===== config.mk =====
export PLATFORM = sky130hd
export DESIGN_NAME = m4cm_sat
export DESIGN_NICKNAME = d
export VERILOG_FILES = /design/src/rtl/m4cm_pkg.sv /design/src/rtl/m4cm_sat.sv
export SDC_FILE = /design/constraint.sdc
export NUM_CORES = 1
export LEC_CHECK = 0
export BUFFER_PORTS_ARGS = -buffer_cell sky130_fd_sc_hd__buf_2
export CAP_MARGIN = 20
export CORE_AREA = 2 2 157 159
export CTS_BUF_LIST = sky130_fd_sc_hd__clkbuf_4 sky130_fd_sc_hd__clkbuf_8 sky130_fd_sc_hd__clkbuf_16
export DETAILED_ROUTE_END_ITERATION = 10
export DIE_AREA = 0 0 159 161
export PLACE_DENSITY = 0.57
export SETUP_SLACK_MARGIN = 0.2
export SLEW_MARGIN = 20
export SYNTH_ARGS = -nofsm -noshare
export SYNTH_HDL_FRONTEND = slang
export SYNTH_SLANG_ARGS = --single-unit

===== constraint.sdc =====
create_clock -name clk -period 2.27 [get_ports clk]
set_input_delay 0.454 -clock clk [delete_from_list [all_inputs] [get_ports clk]]
set_output_delay 0.454 -clock clk [all_outputs]
set_load 0.01 [all_outputs]

===== src/rtl/m4cm_pkg.sv =====
// m4cm_pkg: shared types, widths and codes for the 4x4 column multiplier
// no dependencies; imported by every module of the block
`default_nettype none

package m4cm_pkg;

  // fixed point format and datapath widths
  localparam int FRAC_BITS = 16;
  localparam int DIM       = 4;
  localparam int ENTRIES   = DIM * DIM;
  localparam int DATA_W    = 32;
  localparam int PROD_W    = 2 * DATA_W;
  localparam int PAIR_W    = PROD_W + 1;
  localparam int SUM_W     = PROD_W + 2;
  localparam int COL_W     = 2;

  typedef logic signed [DATA_W-1:0] word_t;
  typedef logic signed [PROD_W-1:0] prod_t;
  typedef logic signed [PAIR_W-1:0] pair_t;
  typedef logic signed [SUM_W-1:0]  sum_t;

  typedef word_t mat_t      [ENTRIES];
  typedef word_t vec_t      [DIM];
  typedef prod_t prod_arr_t [ENTRIES];
  typedef pair_t pair_arr_t [2*DIM];
  typedef sum_t  sum_arr_t  [DIM];

  // saturation limits
  localparam word_t WORD_MAX = {1'b0, {(DATA_W-1){1'b1}}};
  localparam word_t WORD_MIN = {1'b1, {(DATA_W-1){1'b0}}};

  // request kinds
  typedef enum logic {
    ACT_LOAD = 1'b0,
    ACT_MULT = 1'b1
  } action_t;

  // control that travels with each pipeline stage
  typedef struct packed {
    logic             valid;
    logic [COL_W-1:0] col;
  } pipe_ctl_t;

endpackage

`default_nettype wire


===== src/rtl/m4cm_sat.sv =====
// m4cm_sat: last pipeline stage, floor shift by FRAC_BITS and 32-bit saturation
// depends on m4cm_pkg; holds the output registers of the block
`default_nettype none

module m4cm_sat (
  input  wire logic                 clk,
  input  wire logic                 rst,
  input  wire logic                 en,
  input  wire m4cm_pkg::pipe_ctl_t  ctl_in,
  input  wire m4cm_pkg::sum_arr_t   sum,
  output m4cm_pkg::pipe_ctl_t       ctl_out,
  output m4cm_pkg::vec_t            result,
  output logic                      overflow
);
  import m4cm_pkg::*;

  pipe_ctl_t ctl;
  vec_t      result_reg;
  logic      overflow_reg;
  vec_t      result_next;
  logic      overflow_next;

  // arithmetic shift floors; saturate when the high bits are not a sign run
  always_comb begin
    sum_t                      shifted;
    logic [SUM_W-DATA_W:0]     high;
    logic                      row_ovf;
    overflow_next = 1'b0;
    for (int r = 0; r < DIM; r++) begin
      shifted = sum[r] >>> FRAC_BITS;
      high    = shifted[SUM_W-1:DATA_W-1];
      row_ovf = (high != '0) && (high != '1);
      if (row_ovf) begin
        result_next[r] = shifted[SUM_W-1] ? WORD_MIN : WORD_MAX;
      end else begin
        result_next[r] = shifted[DATA_W-1:0];
      end
      overflow_next = overflow_next | row_ovf;
    end
  end

  // output control
  always_ff @(posedge clk) begin
    if (rst) begin
      ctl <= '0;
    end else if (en) begin
      ctl <= ctl_in;
    end
  end

  // output data
  always_ff @(posedge clk) begin
    if (en) begin
      result_reg   <= result_next;
      overflow_reg <= overflow_next;
    end
  end

  assign ctl_out  = ctl;
  assign result   = result_reg;
  assign overflow = overflow_reg;

endmodule

`default_nettype wire


==> metrics.md <==
| Metric | Value |
|---|---|
| Clk_lat worst skew | 0.40 ns |
| Pleak | a little under 0.004 µW |
| Initial Util | 0.238 |
| Number of flip-flops in the largest register | 128 |
| Register area share after synthesis | 0.690 |
| Fin crit period | ~1.8 ns |
| Asr flop ratio synth | 0 |
| Dpl hpwl | ~12000 µm |
| Worst Setup Path Type | input port to flop |
| Gr usage total | 0.123 |
| Placed cell count | ~1000 |
| Synthesized netlist cell count | between 300 and 400 |
| Max-slew violations | 0 |
| Hold/Removal Path Class | input port to flop |
| Fin. Hold Viols | 0 |
| Syn Area/Cell | about 16 µm² |
| DR pass1 iterations | 4 |
| Total gr overflow | 0 |
| Setup_tns | 0 ns |
| Die span in x | approximately 160 µm |
| Final core area utilization | 0.349 |
| Syn. warnings | 0 |
| I/O Pins | approximately 400 |
| Die Area | 25600 µm² |
| RSZ-0062 raised after global routing | no |
| # nets final | approximately 960 |
| Crit share post-route | 0.799 |
| Std-Cell Rows | 57 |
| Critical-path top delay cell | nor4_2 |
| Final wirelength | 15600 µm |
| Most frequent cell after synthesis | edfxtp_1 |
| Req. time, crit path | around 2.4 ns |
| Worst Skew | 0 ns |
| Layout Cells excl Fill | about 1000 |
| CTS Buf Count | 17 |
| Setup bufs post-CTS | 0 |
| Ant. Diodes | 0 |
| Max Root-Sink Buffers | 2 |
| Crit path max fanout | 16 |
| First-pass GRT wire length | between 20000 and 25000 µm |
| Buf/Inv on CP | 2 |
| GP Congestion | 0.737 |
| Synth top area share | 0.680 |
| Most frequent cells after synthesis | edfxtp_1, a21o_2, a21o_1, nand4_1, buf_6 |
| Final setup violation count | 0 |
| Largest net degree at the start of global routing | 46 |
| ANT nets after route | 0 |
| CTS tree | built |
| Per-cell routed wire length | 15.2 µm |
| Most used DFF post-synth | edfxtp_1 |
| Worst-margin pin slew | 0.876 ns |
| Port bufs | ~340 |
| CP delay by family, top | simple AND/OR/NAND/NOR gates |
| Total power | 6440 µW |
| Status | finished, final reports clean |
| Layout cells sized above 1 | 0.675 |
| Initial DRC count | around 210 |
| Max Cap Viol | 0 |
| Synth area leader | edfxtp_1 |
| Clk pin slew, worst setup/hold paths | ~0.060 ns |
| Synth top area cells | edfxtp_1, a21o_2, a21o_1 |
| Pwr dens | ~770 nW/µm² |
| Post-CTS Hold Buffers | 0 |
| Initial antenna violation count | 0 |
| Critical Path End Type | flop |
| P&R area growth vs syn | 46.7% |
| Arrival @ worst endpoint | 1.97 ns |
| Mapped Area | 5700 µm² |
| Max frequency | between 500 and 600 MHz |
| Worst vdd ir | 0.390 mV |
| CTS Root Cell | clkbuf_16 |
| Vias in the first global route | around 4600 |
| Via count | approximately 4400 |
| CP max stage delay | between 0.3 and 0.4 ns |
| Remaining DRCs | 0 |
| Critical path startpoint category | input port |
| Die H | about 160 µm |
| Syn_nets | slightly above 600 |
| Yosys reg bits | ~130 |
| Clock sinks | roughly 130 |
| Core area | roughly 24000 µm² |
| Slew margin rel. | 0.416 |
| Crit-path cells | buf_2 -> nor4_1 -> nand4_1 -> nor4_2 -> a311oi_4 -> buf_12 -> a21o_2 |
| Drt via density | about 4.2 |
| Post-CTS sizing | 0 |
| H-tree depth | 4 |
| Number of synthesized flops with an enable pin | 129 |
| Yosys cell types | 18 |
placed cells by master (no fill, tap or decap), types with 2 or more instances in the layout:
master        n
a21o_1       39
a21o_2       85
a311oi_4      3
a31o_2        3
and3_1        3
buf_12        8
buf_2       336
buf_4         6
bufinv_16     3
clkbuf_16    17
clkinv_1      4
clkinv_4      2
clkinvlp_4    2
dfxtp_1       3
edfxtp_1    129
inv_6         2
mux2i_1       3
nand4_1      21
nor2_1        9
nor4_1       17
nor4_2        4
layer usage:
metal  up-vias  track usage  routed length (µm)
met3        20       0.0490                1310
met1      2063        0.137                6060
met5         -            0                   0
met4         0       0.0492                 328
met2       191        0.210                7870
li1       2090            -                   -
worst register-to-register path: cells and delay by family (launching register included):
kind,cells,cell delay (ns)
flops,1,0.31
mux,1,0.12
simple gates,1,0.05
report_power, final:
group	switching, µW	leakage (µW)	internal, µW
Combinational	377	0.00232	358
Clock	1040	0.000284	1730
Sequential	42.7	0.00129	2890
Total	1460	0.00389	4980
area by class of cell:
type / instances / area (µm²)
clock inverters: 14 / 160
flip-flops and latches: 132 / 3930
well taps: 324 / 405
multi-input cells: 189 / 1530
fillers: 2433 / 15600
clock buffers: 18 / 433
repair buffers: 351 / 1900
path summary, 6_finish.rpt:
check	from	endpoint	slack (ns)	depth (start not counted)
worst min register to register	ctl_out[1]	ctl_out[1]	0.50	2
worst max register to register	ctl_out[0]	ctl_out[0]	1.69	2
worst min-delay path	rst	ctl_out[1]	0.24	2
worst max-delay path	sum[131]	result[39]	0.46	7
metrics by stage:
step	setup WS, ns	cell area, µm²	hold WS, ns
floorplan	0.518	5700	0.526
global placement	0.0513	7770	0.473
detailed placement	0.0331	7770	0.483
CTS	0.468	8360	0.211
global route	0.343	8360	0.218
finish	0.457	8360	0.237
logic make-up (layout without fill, tap and decap cells):
| kind of cell | Yosys count | in the layout | share of synthesized area |
|---|---|---|---|
| DFF | 132 | 132 | 0.690 |
| AOI/OAI and AO/OA | 131 | 131 | 0.196 |
| and+or+nand+nor | 55 | 55 | 0.0604 |
| buffers and inverters | 28 | 383 | 0.0479 |
| muxes | 3 | 3 | 0.00527 |
Power figures use the tool's default switching activity.
