$ cat src/rtl/m4cm_pkg.sv
// m4cm_pkg: shared types, widths and codes for the 4x4 column multiplier
// no dependencies; imported by every module of the block
`default_nettype none

package m4cm_pkg;

  // fixed point format and datapath widths
  localparam int FRAC_BITS = 16;
  localparam int DIM       = 4;
  localparam int ENTRIES   = DIM * DIM;
  localparam int DATA_W    = 32;
  localparam int PROD_W    = 2 * DATA_W;
  localparam int PAIR_W    = PROD_W + 1;
  localparam int SUM_W     = PROD_W + 2;
  localparam int COL_W     = 2;

  typedef logic signed [DATA_W-1:0] word_t;
  typedef logic signed [PROD_W-1:0] prod_t;
  typedef logic signed [PAIR_W-1:0] pair_t;
  typedef logic signed [SUM_W-1:0]  sum_t;

  typedef word_t mat_t      [ENTRIES];
  typedef word_t vec_t      [DIM];
  typedef prod_t prod_arr_t [ENTRIES];
  typedef pair_t pair_arr_t [2*DIM];
  typedef sum_t  sum_arr_t  [DIM];

  // saturation limits
  localparam word_t WORD_MAX = {1'b0, {(DATA_W-1){1'b1}}};
  localparam word_t WORD_MIN = {1'b1, {(DATA_W-1){1'b0}}};

  // request kinds
  typedef enum logic {
    ACT_LOAD = 1'b0,
    ACT_MULT = 1'b1
  } action_t;

  // control that travels with each pipeline stage
  typedef struct packed {
    logic             valid;
    logic [COL_W-1:0] col;
  } pipe_ctl_t;

endpackage

`default_nettype wire

$ cat src/rtl/m4cm_add.sv
// m4cm_add: second and third pipeline stages, pairwise then final row sums
// depends on m4cm_pkg; fed by m4cm_mul
`default_nettype none

module m4cm_add (
  input  wire logic                 clk,
  input  wire logic                 rst,
  input  wire logic                 en,
  input  wire m4cm_pkg::pipe_ctl_t  ctl_in,
  input  wire m4cm_pkg::prod_arr_t  prod,
  output m4cm_pkg::pipe_ctl_t       ctl_out,
  output m4cm_pkg::sum_arr_t        sum
);
  import m4cm_pkg::*;

  pipe_ctl_t ctl_pair;
  pipe_ctl_t ctl_sum;
  pair_arr_t pair;
  sum_arr_t  sum_reg;

  // control registers
  always_ff @(posedge clk) begin
    if (rst) begin
      ctl_pair <= '0;
      ctl_sum  <= '0;
    end else if (en) begin
      ctl_pair <= ctl_in;
      ctl_sum  <= ctl_pair;
    end
  end

  // pair sums: products 0+1 and 2+3 of each row
  always_ff @(posedge clk) begin
    if (en) begin
      for (int r = 0; r < DIM; r++) begin
        pair[2*r]     <= pair_t'(prod[r*DIM])     + pair_t'(prod[r*DIM + 1]);
        pair[2*r + 1] <= pair_t'(prod[r*DIM + 2]) + pair_t'(prod[r*DIM + 3]);
      end
    end
  end

  // full exact row sums
  always_ff @(posedge clk) begin
    if (en) begin
      for (int r = 0; r < DIM; r++) begin
        sum_reg[r] <= sum_t'(pair[2*r]) + sum_t'(pair[2*r + 1]);
      end
    end
  end

  assign ctl_out = ctl_sum;
  assign sum     = sum_reg;

endmodule

`default_nettype wire

$ cat config.mk
export PLATFORM = sky130hd
export DESIGN_NAME = m4cm_add
export DESIGN_NICKNAME = d
export VERILOG_FILES = /design/src/rtl/m4cm_pkg.sv /design/src/rtl/m4cm_add.sv
export SDC_FILE = /design/constraint.sdc
export NUM_CORES = 2
export LEC_CHECK = 0
export BUFFER_PORTS_ARGS = -buffer_cell sky130_fd_sc_hd__buf_2
export CAP_MARGIN = 20
export CORE_AREA = 2 2 506 508
export DETAILED_ROUTE_END_ITERATION = 10
export DIE_AREA = 0 0 508 510
export GPL_TIMING_DRIVEN = 0
export PLACE_DENSITY = 0.52
export SYNTH_ARGS = -nofsm -noshare
export SYNTH_HDL_FRONTEND = slang
export SYNTH_SLANG_ARGS = --single-unit
$ cat constraint.sdc
create_clock -name clk -period 5.4 [get_ports clk]
set_input_delay 0.27 -clock clk [delete_from_list [all_inputs] [get_ports clk]]
set_output_delay 0.27 -clock clk [all_outputs]
set_load 0.02 [all_outputs]
==> summary.txt <==
Run status
  • Result of the run: finished, final reports clean

Cells and area
  • Commonest cells after routing, fill and taps aside: 1308 x sky130_fd_sc_hd__buf_2, 895 x sky130_fd_sc_hd__a21oi_1, 784 x sky130_fd_sc_hd__edfxtp_1
  • Summed area of non-filler cells in the final layout: 0.08169 mm^2
  • Share of final-layout standard cells stronger than drive strength 1: 17.78%
  • # nets final: 10.43k
  • Final cell count without fillers: 12.08k
  • Most frequent standard cell in the layout excluding fill and tap cells: sky130_fd_sc_hd__buf_2
  • Largest register FFs: 520
  • Fill cell instance count of the final layout: 26.55k
  • Final core occ: 32.23%
  • Signed area change from the synthesized netlist to the final layout: 23.32%

Clock network
  • Setup repair bufs after CTS: 0
  • Total clock buffers created by CTS: 101
  • Htree depth: 3
  • Clock Sink Count: 790
  • Clock tree from TritonCTS: done
  • Clk Latency, worst-skew pair: 0.72 ns
  • Cell at the root of the clock tree: sky130_fd_sc_hd__clkbuf_16
  • Clock Path Buffers: 3
  • Clock-pin slew on the worst setup and hold paths: 0.06 ns

Timing
  • Worst-margin pin slew: 1.223 ns
  • Smallest setup slack after layout: 0.1580 ns
  • Setup repair after global routing missed its margin: no
  • Share of the clock period used by the worst path: 97.07%
  • Setup Viol. Count Final: 0
  • Final hold viol count: 0
  • Number of slew-limit violations in the final report: 0
  • Period minus WS final: 5.242 ns
  • Maximum clock rate: 190.8 MHz
  • Relative slew slack: 17.71%
  • Post-Route Skew: 0.05015 ns

GRT
  • Number of antenna violations at the first check in global routing: 32
  • Final global-route overflow total: 0
  • Largest net degree at the start of global routing: 122
  • Via count of the first global-routing pass: 61.07k
  • Wire length of the first global-routing pass: 389.1 mm
  • Global Route Usage Sum: 19.93%

Die
  • Die area: 0.2591 mm^2
  • Std-Cell Core Area: 0.2535 mm^2
  • Initial core utilization: 26.14%
  • Number of rows created at floorplan: 185
  • Total I/O pin count: 1297
  • Die span in x: 508 um
  • Die Height: 510 um

Worst setup path
  • WP data required: 5.86 ns
  • Terminus of the critical flop-to-flop path: sum[260]
  • Startpoint type of the worst setup path: flop
  • Critical path arrival: 5.70 ns
  • Category of the critical setup timing path: reg -> reg
  • Count of cells along the worst register-to-register path: 15
  • Flop2flop setup slack: 0.16 ns
  • Critical register-to-register path startpoint: pair[0][65]
  • Type of destination of the critical path: flop
  • Largest fanout on the critical path: 3

Synth
  • Distinct cell type count of the synthesized netlist: 90
  • Most used flip-flop cell after synthesis: sky130_fd_sc_hd__edfxtp_1
  • Net count after synthesis: 8910
  • Syn. warnings: 0
  • Post-synth ARST share: 0%
  • Count of flip-flops with a built-in enable after synthesis: 784
  • Post-Syn Instances: 7096
  • Post-synthesis average cell area: 9.335 um^2
  • Share of the yosys chip area belonging to registers: 35.72%
  • Netlist area before placement: 0.06624 mm^2
  • Flop and latch count out of synthesis: 790

Placed design
  • Final RePlAce weighted congestion: 1.002
  • I/O Buffers: 1296
  • Detailed-placement wirelength estimate: 229.4 mm
  • Instance area after placement: 0.07719 mm^2
  • Placed cells: 11.77k
  • Pre-CTS setup slack: 0.1093 ns

Drt
  • Post-detailed-route via-to-cell ratio: 5.095
  • Post-route DRC violation count: 0
  • Wire length per cell after detailed routing: 22.40 um
  • Vias after detailed routing: 61.53k
  • Routed Antenna Nets: 0
  • DRC marker count from the first detailed-route iteration: 4382
  • Detailed-route wire length: 270.5 mm
  • Number of detailed-route iterations in the first pass: 6

Hold path
  • Class of the tightest hold or removal check: in -> reg
  • Instance count along the most critical hold path: 2
  • Worst Min Path Start: prod[448]
  • Hold endpoint: pair[1][0]

Pwr
  • Worst voltage drop across the vdd grid: 278.7 uV
  • Power density cells: 368.1 mW/mm^2
  • Static leakage power: 35.11 nW

Flow run
  • Max_cap viols: 0
## through the flow
step / hold WS (ns) / total power [W] / setup TNS (ns)
finish: 0.06541 / 0.03007 / 0
global route: 0.03998 / 0.03200 / 0
CTS: 0.00002026 / 0.03036 / 0
detailed placement: 0.4862 / 0.02300 / 0
global placement: 0.4718 / 0.02314 / -6679.16
floorplan: 0.3424 / 0.01791 / 0
## layout make-up
| cell class | count | area, um^2 | share of cell area, % |
|---|---|---|---|
| diodes | 17 | 42.54 | 0.05208 |
| plain buffers | 263 | 1011 | 1.238 |
| clock buffers | 106 | 2567 | 3.143 |
| clock inverters | 80 | 872.1 | 1.068 |
| inverters | 242 | 908.4 | 1.112 |
| multi-input cells | 5801 | 40670 | 49.78 |
| flip-flops and latches | 790 | 23660 | 28.97 |
| well taps | 3366 | 4212 | 5.155 |
| repair buffers | 1412 | 7747 | 9.484 |
## Yosys cell counts, types with 210 or more instances
master,count,area [um^2]
sky130_fd_sc_hd__ha_1,772,9659
sky130_fd_sc_hd__xnor2_1,459,4020
sky130_fd_sc_hd__edfxtp_1,784,23540
sky130_fd_sc_hd__nor2_1,440,1652
sky130_fd_sc_hd__a21oi_1,895,4479
sky130_fd_sc_hd__xor2_1,264,2312
sky130_fd_sc_hd__o21ai_0,415,2077
sky130_fd_sc_hd__nand4_1,210,1314
sky130_fd_sc_hd__clkbuf_1,248,930.9
sky130_fd_sc_hd__inv_1,242,908.4
sky130_fd_sc_hd__a21o_1,436,3273
sky130_fd_sc_hd__nand2_1,526,1974
## power by group
group / internal [W] / total [W] / switching, W
registers: 0.00890 / 0.00958 / 0.000688
logic: 0.00481 / 0.0135 / 0.00869
clock network: 0.00406 / 0.00699 / 0.00292
total: 0.0178 / 0.0301 / 0.0123
## worst max-delay path by stage
stage / startpoint / endpoint / slack, ns / depth (start not counted)
2_1_floorplan: prod[768] / pair[0][125] / 1.84 / 13
3_3_place_gp: en / pair[0][129] / -8.78 / 1
3_5_place_dp: prod[768] / pair[0][125] / 0.11 / 14
4_1_cts: pair[0][65] / sum[256] / 0.36 / 15
5_1_grt: pair[0][65] / sum[260] / 0.004 / 15
6_report: pair[0][65] / sum[260] / 0.16 / 15
## cells by family after synthesis
family / count (synthesis) / synth area share [%]
DFF: 790 / 35.72
buffers and inverters: 505 / 2.897
xor gates and xnor gates: 723 / 9.559
adders and majority gates: 784 / 14.94
and+or+nand+nor: 1767 / 12.73
AOI/OAI and AO/OA: 2518 / 24.01
muxes: 9 / 0.1360
## worst max-delay path, stage by stage (launching register included)
cell and delay (ns):
sky130_fd_sc_hd__edfxtp_1 0.33, sky130_fd_sc_hd__ha_1 0.19, sky130_fd_sc_hd__inv_1 0.06, sky130_fd_sc_hd__fa_1 0.40, sky130_fd_sc_hd__nand2b_1 0.18, sky130_fd_sc_hd__a21oi_1 0.25, sky130_fd_sc_hd__o21ai_0 0.24, sky130_fd_sc_hd__a31oi_1 0.70
sky130_fd_sc_hd__o211ai_1 0.34, sky130_fd_sc_hd__a211oi_1 0.87, sky130_fd_sc_hd__nand2_1 0.13, sky130_fd_sc_hd__o31a_1 0.34, sky130_fd_sc_hd__o21ai_1 0.28, sky130_fd_sc_hd__a211oi_1 0.21, sky130_fd_sc_hd__o31ai_1 0.32, sky130_fd_sc_hd__xor2_1 0.12
## what timing repair did
item,in CTS,in global routing
hold buffers,99,0
endpoints found under the setup margin,0,2
hold endpoints to repair,76,0
gates resized for setup,0,1
## layer usage
metal / GRT usage, % / vias to the layer above / routed length (um)
met2: 33.26 / 2116 / 125600
met5: 0 / - / 7
met4: 8.823 / 2 / 11900
met3: 4.286 / 367 / 18640
met1: 24.61 / 29270 / 114300
li1: - / 29770 / -
Power figures use the tool's default switching activity.
