$ cat src/rtl/m4cm_pkg.sv
// m4cm_pkg: shared types, widths and codes for the 4x4 column multiplier
// no dependencies; imported by every module of the block
`default_nettype none

package m4cm_pkg;

  // fixed point format and datapath widths
  localparam int FRAC_BITS = 16;
  localparam int DIM       = 4;
  localparam int ENTRIES   = DIM * DIM;
  localparam int DATA_W    = 32;
  localparam int PROD_W    = 2 * DATA_W;
  localparam int PAIR_W    = PROD_W + 1;
  localparam int SUM_W     = PROD_W + 2;
  localparam int COL_W     = 2;

  typedef logic signed [DATA_W-1:0] word_t;
  typedef logic signed [PROD_W-1:0] prod_t;
  typedef logic signed [PAIR_W-1:0] pair_t;
  typedef logic signed [SUM_W-1:0]  sum_t;

  typedef word_t mat_t      [ENTRIES];
  typedef word_t vec_t      [DIM];
  typedef prod_t prod_arr_t [ENTRIES];
  typedef pair_t pair_arr_t [2*DIM];
  typedef sum_t  sum_arr_t  [DIM];

  // saturation limits
  localparam word_t WORD_MAX = {1'b0, {(DATA_W-1){1'b1}}};
  localparam word_t WORD_MIN = {1'b1, {(DATA_W-1){1'b0}}};

  // request kinds
  typedef enum logic {
    ACT_LOAD = 1'b0,
    ACT_MULT = 1'b1
  } action_t;

  // control that travels with each pipeline stage
  typedef struct packed {
    logic             valid;
    logic [COL_W-1:0] col;
  } pipe_ctl_t;

endpackage

`default_nettype wire

$ cat src/rtl/m4cm_store.sv
// m4cm_store: register store for matrix A, 16 words, column-major
// depends on m4cm_pkg; written one column per load request
`default_nettype none

module m4cm_store (
  input  wire logic                      clk,
  input  wire logic                      rst,
  input  wire logic                      wr_en,
  input  wire logic [m4cm_pkg::COL_W-1:0] wr_col,
  input  wire m4cm_pkg::vec_t            wr_data,
  output m4cm_pkg::mat_t                 a_store
);
  import m4cm_pkg::*;

  mat_t store;

  // column write, cleared at reset
  always_ff @(posedge clk) begin
    if (rst) begin
      for (int i = 0; i < ENTRIES; i++) begin
        store[i] <= '0;
      end
    end else if (wr_en) begin
      for (int r = 0; r < DIM; r++) begin
        store[{wr_col, COL_W'(r)}] <= wr_data[r];
      end
    end
  end

  assign a_store = store;

endmodule

`default_nettype wire

$ cat config.mk
export PLATFORM = sky130hd
export DESIGN_NAME = m4cm_store
export DESIGN_NICKNAME = d
export VERILOG_FILES = /design/src/rtl/m4cm_pkg.sv /design/src/rtl/m4cm_store.sv
export SDC_FILE = /design/constraint.sdc
export NUM_CORES = 1
export LEC_CHECK = 0
export BUFFER_PORTS_ARGS = -buffer_cell sky130_fd_sc_hd__buf_2
export CAP_MARGIN = 20
export CORE_AREA = 2 2 253 255
export CTS_CLUSTER_DIAMETER = 30
export DETAILED_ROUTE_END_ITERATION = 10
export DIE_AREA = 0 0 255 257
export SLEW_MARGIN = 20
export SYNTH_ARGS = -nofsm -noshare
export SYNTH_HDL_FRONTEND = slang
export SYNTH_SLANG_ARGS = --single-unit
$ cat constraint.sdc
create_clock -name clk -period 0.8 [get_ports clk]
set_input_delay 0 -clock clk [delete_from_list [all_inputs] [get_ports clk]]
set_output_delay 0 -clock clk [all_outputs]
set_load 0.05 [all_outputs]
==> results of run 1 <==
==> cell usage in the layout (no fill, tap or decap), drive strengths merged <==
cell,count
inv,2
or3b,1
nand2b,640
nand3b,2
clkinv,35
dlymetal6s2s,2
clkbuf,140
and3b,1
nand3,1
dlymetal6s4s,4
clkinvlp,12
nor3b,1
buf,1003
mux2i,512
dfxtp,512
dlygate4sd3,139
bufinv,13
==> cells by family (layout without fill, tap and decap cells) <==
group / after synthesis / in the layout / share of synthesized area (%)
buffers and inverters: 128 / 1350 / 3.38
DFF: 512 / 512 / 51.0
muxes: 512 / 512 / 25.5
and+or+nand+nor: 646 / 646 / 20.1
==> synthesized netlist by cell type, drive strengths merged <==
library cell	instances
nand2b	640
dfxtp	512
mux2i	512
clkbuf	65
buf	63
nand3b	2
and3b	1
nand3	1
nor3b	1
or3b	1
==> worst max-delay path by stage <==
stage | startpoint | slack, ps | to
4_1_cts | a_store[421] | -410 | a_store[421]
2_1_floorplan | wr_col[1] | -40 | a_store[411]
5_1_grt | a_store[306] | -420 | a_store[306]
6_report | a_store[306] | -360 | a_store[306]
3_3_place_gp | wr_col[1] | -390 | a_store[340]
3_5_place_dp | wr_col[1] | -420 | a_store[347]
==> final cells by class <==
cell class	count	area (um2)
clock inverter	62	776
fill	4486	24700
timing repair buffer	1148	13000
tap	846	1060
multi-input combinational	1158	9210
sequential	512	10900
clock buffer	140	3060
==> through the flow <==
stage / setup TNS [ps] / total power [W] / setup WS [ps]
2_1_floorplan: -3580 / 0.0334 / -39.7
3_3_place_gp: -140920 / 0.0359 / -389
3_5_place_dp: -152400 / 0.0360 / -419
4_1_cts: -226310 / 0.0852 / -408
5_1_grt: -191840 / 0.0878 / -415
6_report: -166390 / 0.0853 / -364
==> where the power goes <==
| group | internal [W] | leakage (nW) | switching [W] |
|---|---|---|---|
| combinational | 0.00536 | 11.8 | 0.00615 |
| sequential | 0.0266 | 4.41 | 0.000891 |
| clock | 0.0311 | 1.86 | 0.0151 |
| total | 0.0631 | 18.0 | 0.0222 |
==> per-layer routing <==
layer | track usage (%) | up-vias | routed length (um)
met4 | 10.0 | 0 | 3260
met1 | 23.7 | 8602 | 28900
met2 | 38.7 | 644 | 39200
li1 | - | 8222 | -
met5 | 0 | - | 0
met3 | 6.94 | 190 | 5530
==> what timing repair did <==
action,CTS,global route
hold endpoints to repair,512,9
buffers inserted,107,138
setup endpoints to repair,512,684
gates resized for setup,1498,81
==> results.json, run 1 <==
{
  "port_buffers": 644,
  "crit_path_end_kind": "output port",
  "core_area_mm2": 0.0627,
  "h-tree-depth": 3,
  "crit_buf_inv": 1,
  "cp.arrival_ps": 1160,
  "violations": "negative hold slack, negative setup slack",
  "cp.depth": 1,
  "max_cap_violations": 0,
  "grt_max_degree": 66,
  "grt_usage_pct": 21.9,
  "finalSetupViolCount": 538,
  "cts_root_buf": "clkbuf_16",
  "instances_no_fill": 3866,
  "r2r_slack_ps": -120,
  "die_h_um": 257,
  "rows": 92,
  "ys_seq_area_share_pct": 51.0,
  "synth_warnings": 0,
  "dr.first_iter.drc_count": 692,
  "largest_reg_flops": 512,
  "grt_pass1_wl_um": 111000,
  "grt_pass1_vias": 18700,
  "grt_remaining_overflow": 0,
  "status": "complete, but fails checks",
  "clk_pin_slew_ps": 50,
  "relSlewSlack_pct": 62.7,
  "vias_per_cell": 4.57,
  "syn_inst": 1798,
  "antenna_found_initial": 0,
  "drc": 0,
  "synth-seq-cells": 512,
  "tightest_slew_ps": 559,
  "synth.top_cell.area_share_pct": 51.0,
  "drt_pre_antenna_iters": 5,
  "worstHoldEndpoint": "a_store[116]",
  "worst-path-max-fanout": 2,
  "finalCritPeriodShare_pct": 146,
  "clockBufferDepth": 3,
  "crit_family": "flip-flops",
  "power_density_mw_per_mm2": 2240,
  "syn_to_final_growth_pct": 89.4,
  "ys_top_cells_by_area": "dfxtp_1 (51%), mux2i_1 (25%), nand2b_1 (20%)",
  "min_from": "wr_col[1]",
  "clkLatencyLatePin_ps": 640,
  "final_cell_area_mm2": 0.0381,
  "critPathMaxStageDelay_ps": 370,
  "peakVddDrop_mv": 1.72,
  "timing.hold.ws_ps": -31.3,
  "synth.avg_cell_area_um2": 11.2,
  "place_inst": 3284,
  "syn_nets": 1931,
  "period_minus_slack_ps": 1160,
  "drive_above_1_share_pct": 56.6,
  "cts_buffers": 111,
  "final_util_pct": 60.7,
  "cts_hold_buf": 151,
  "hpwl_um": 47800,
  "routed-via-count": 17700,
  "clkSinkCount": 512,
  "max_freq_mhz": 859,
  "die-area_mm2": 0.0655,
  "syn-cell-area_mm2": 0.0201,
  "rsz0062_at_grt": "yes",
  "min_path_type": "primary input to flop",
  "nNetsFinal": 3064,
  "startpoint_type": "flop",
  "crit_type": "flop to output port",
  "synth_top_area_cell": "dfxtp_1",
  "r2r_cells": 4,
  "r2r-end": "a_store[194]",
  "crit_path_cell_trace": "buf_8",
  "hold_viol_final": 7,
  "place.gp.congestion": 0.846,
  "skew_ps": 0,
  "antennaDiodeCount": 0,
  "wl_per_cell_um": 19.9,
  "postRouteWirelength_um": 76900,
  "start_util_pct": 32.0,
  "ioPinCount": 645,
  "place_area_mm2": 0.0258,
  "slew_viol_final": 0,
  "ant_nets": 0,
  "yosysUniqueCellTypes": 12,
  "slowest_stage": "dfxtp_2",
  "min_path_cells": 4,
  "cts_tree": "done",
  "leakagePower_nw": 18.0,
  "fp.dieW_um": 255,
  "r2r_start": "a_store[194]",
  "setup_slack_ps": -364,
  "worstPathRequired_ps": 800
}
(Power assumes the default switching activity.)
==> run 2, diff against run 1 <==
CORE_AREA = 2 2 250 252   (was 2 2 253 255)
DIE_AREA = 0 0 252 254   (was 0 0 255 257)
==> run 2 against run 1 <==
  * First-iteration DRC count grew 15%
  * Sequential cell count is the same
  * Non-clock buffer count grew 26
  * Register-to-register slack is essentially flat
  * Critical path type unchanged
  * Clock-buffer cell count grew 10
  * Clock skew is the same
  * Combinational power is essentially flat
  * The run still ends with negative hold slack, negative setup slack left
==> results.json, run 2 (synthesis results as in run 1) <==
{
  "pre_cts_ws_ps": -382,
  "clkLatencyLatePin_ps": 640,
  "startpoint_type": "flop",
  "fillers": 4253,
  "core_area_mm2": 0.0613,
  "cts_root_buf": "clkbuf_16",
  "peakVddDrop_mv": 2.35,
  "cts_hold_buf": 143,
  "die_h_um": 254,
  "crit_path_end_kind": "output port",
  "hpwl_um": 48700,
  "postRouteWirelength_um": 79100,
  "ant_nets": 0,
  "h-tree-depth": 3,
  "cts_tree": "done",
  "seqCellArea_mm2": 0.0109,
  "rsz0062_at_grt": "yes",
  "crit_buf_inv": 1,
  "place.gp.congestion": 0.860,
  "worstPathRequired_ps": 800,
  "max_cap_violations": 0,
  "slowest_stage": "dfxtp_2",
  "fp.dieW_um": 252,
  "cp.arrival_ps": 1170,
  "vias_per_cell": 4.64,
  "antenna_found_initial": 1,
  "clkSinkCount": 512,
  "power_density_mw_per_mm2": 2300,
  "grt_max_degree": 42,
  "finalSetupViolCount": 546,
  "status": "complete, but fails checks",
  "multiInputGateArea_mm2": 0.00926,
  "critPathMaxStageDelay_ps": 370,
  "layout_common_cells": "nand2b_1 (633), mux2i_1 (510), dfxtp_2 (498)",
  "period_minus_slack_ps": 1170,
  "final_cell_area_mm2": 0.0385,
  "violations": "negative hold slack, negative setup slack",
  "drt_pre_antenna_iters": 5,
  "clockBufferDepth": 3,
  "final_util_pct": 62.8,
  "crit_type": "flop to output port",
  "setup_slack_ps": -374,
  "drc": 0,
  "drive_above_1_share_pct": 57.6,
  "rows": 91,
  "die-area_mm2": 0.0640,
  "start_util_pct": 32.8,
  "hold_viol_final": 27,
  "routed-via-count": 17900,
  "max_freq_mhz": 852,
  "grt_pass1_vias": 18900,
  "skew_ps": 0,
  "min_path_type": "primary input to flop",
  "place_area_mm2": 0.0257,
  "antennaDiodeCount": 0,
  "slew_viol_final": 0,
  "syn_to_final_growth_pct": 91.3,
  "wl_per_cell_um": 20.5,
  "worst-path-max-fanout": 2,
  "dr.first_iter.drc_count": 796,
  "leakagePower_nw": 18.3,
  "grt_remaining_overflow": 0,
  "crit_family": "flip-flops",
  "clk_pin_slew_ps": 50,
  "timing.hold.ws_ps": -306,
  "cts_buffers": 116,
  "largest_reg_flops": 512,
  "layout_commonest_cell": "nand2b_1",
  "tightest_slew_ps": 663,
  "grt_usage_pct": 22.6,
  "relSlewSlack_pct": 55.8,
  "ioPinCount": 645,
  "port_buffers": 644,
  "finalCritPeriodShare_pct": 147,
  "grt_pass1_wl_um": 112000,
  "crit_path_cell_trace": "buf_8",
  "nNetsFinal": 3095
}
==> run 2: cell count changes in the layout (fill, tap and decap cells not counted), sizes merged, moves of 2 or more <==
cell          before   now
dlymetal6s4s       4     2
inv                2     7
clkinvlp          12     8
dlygate4sd3      139   137
bufinv            13    16
clkbuf           140   151
buf             1003  1033
==> run 2: through the flow <==
step	power (W)	cells	setup TNS (ps)	hold slack, ps
floorplan	0.0334	1798	-3580	213
global placement	0.0360	3242	-134490	325
global route	0.0910	3851	-199640	-328
finish	0.0886	3851	-174670	-306
detailed placement	0.0361	3242	-146940	339
CTS	0.0884	3716	-215480	-348
==> run 2: power by group <==
group	switching [W]	internal, W	total (W)
sequential	0.000888	0.0267	0.0275
combinational	0.00622	0.00539	0.0116
clock	0.0157	0.0337	0.0494
total	0.0228	0.0658	0.0886
==> run 2: per-layer routing <==
metal	GRT usage [%]	part of all wire (%)	vias to the layer above	routed length, um
li1	-	-	8293	-
met1	25.0	38	8639	30100
met2	38.0	49	695	39000
met3	7.29	7.3	225	5790
met4	13.3	5.3	0	4230
met5	0	0	-	0
==> run 2: worst paths after layout <==
| check | start | to | slack [ps] | cells after the start |
|---|---|---|---|---|
| max | a_store[477] | a_store[477] | -370 | 1 |
| min | rst | a_store[511] | -310 | 3 |
| max reg2reg | a_store[317] | a_store[317] | -110 | 4 |
| min reg2reg | a_store[342] | a_store[342] | 480 | 2 |
==> run 2: layout make-up <==
cell class	count	share of cell area [%]
sequential	512	28.4
multi-input combinational	1158	24.1
clock inverter	67	2.29
timing repair buffer	1174	34.2
clock buffer	150	8.46
tap	790	2.57
==> run 2: what timing repair did <==
action,CTS,global route
endpoints found under the hold margin,512,28
setup endpoints to repair,512,623
gates resized for setup,1496,82
pin swaps,0,0
setup buffers,114,145
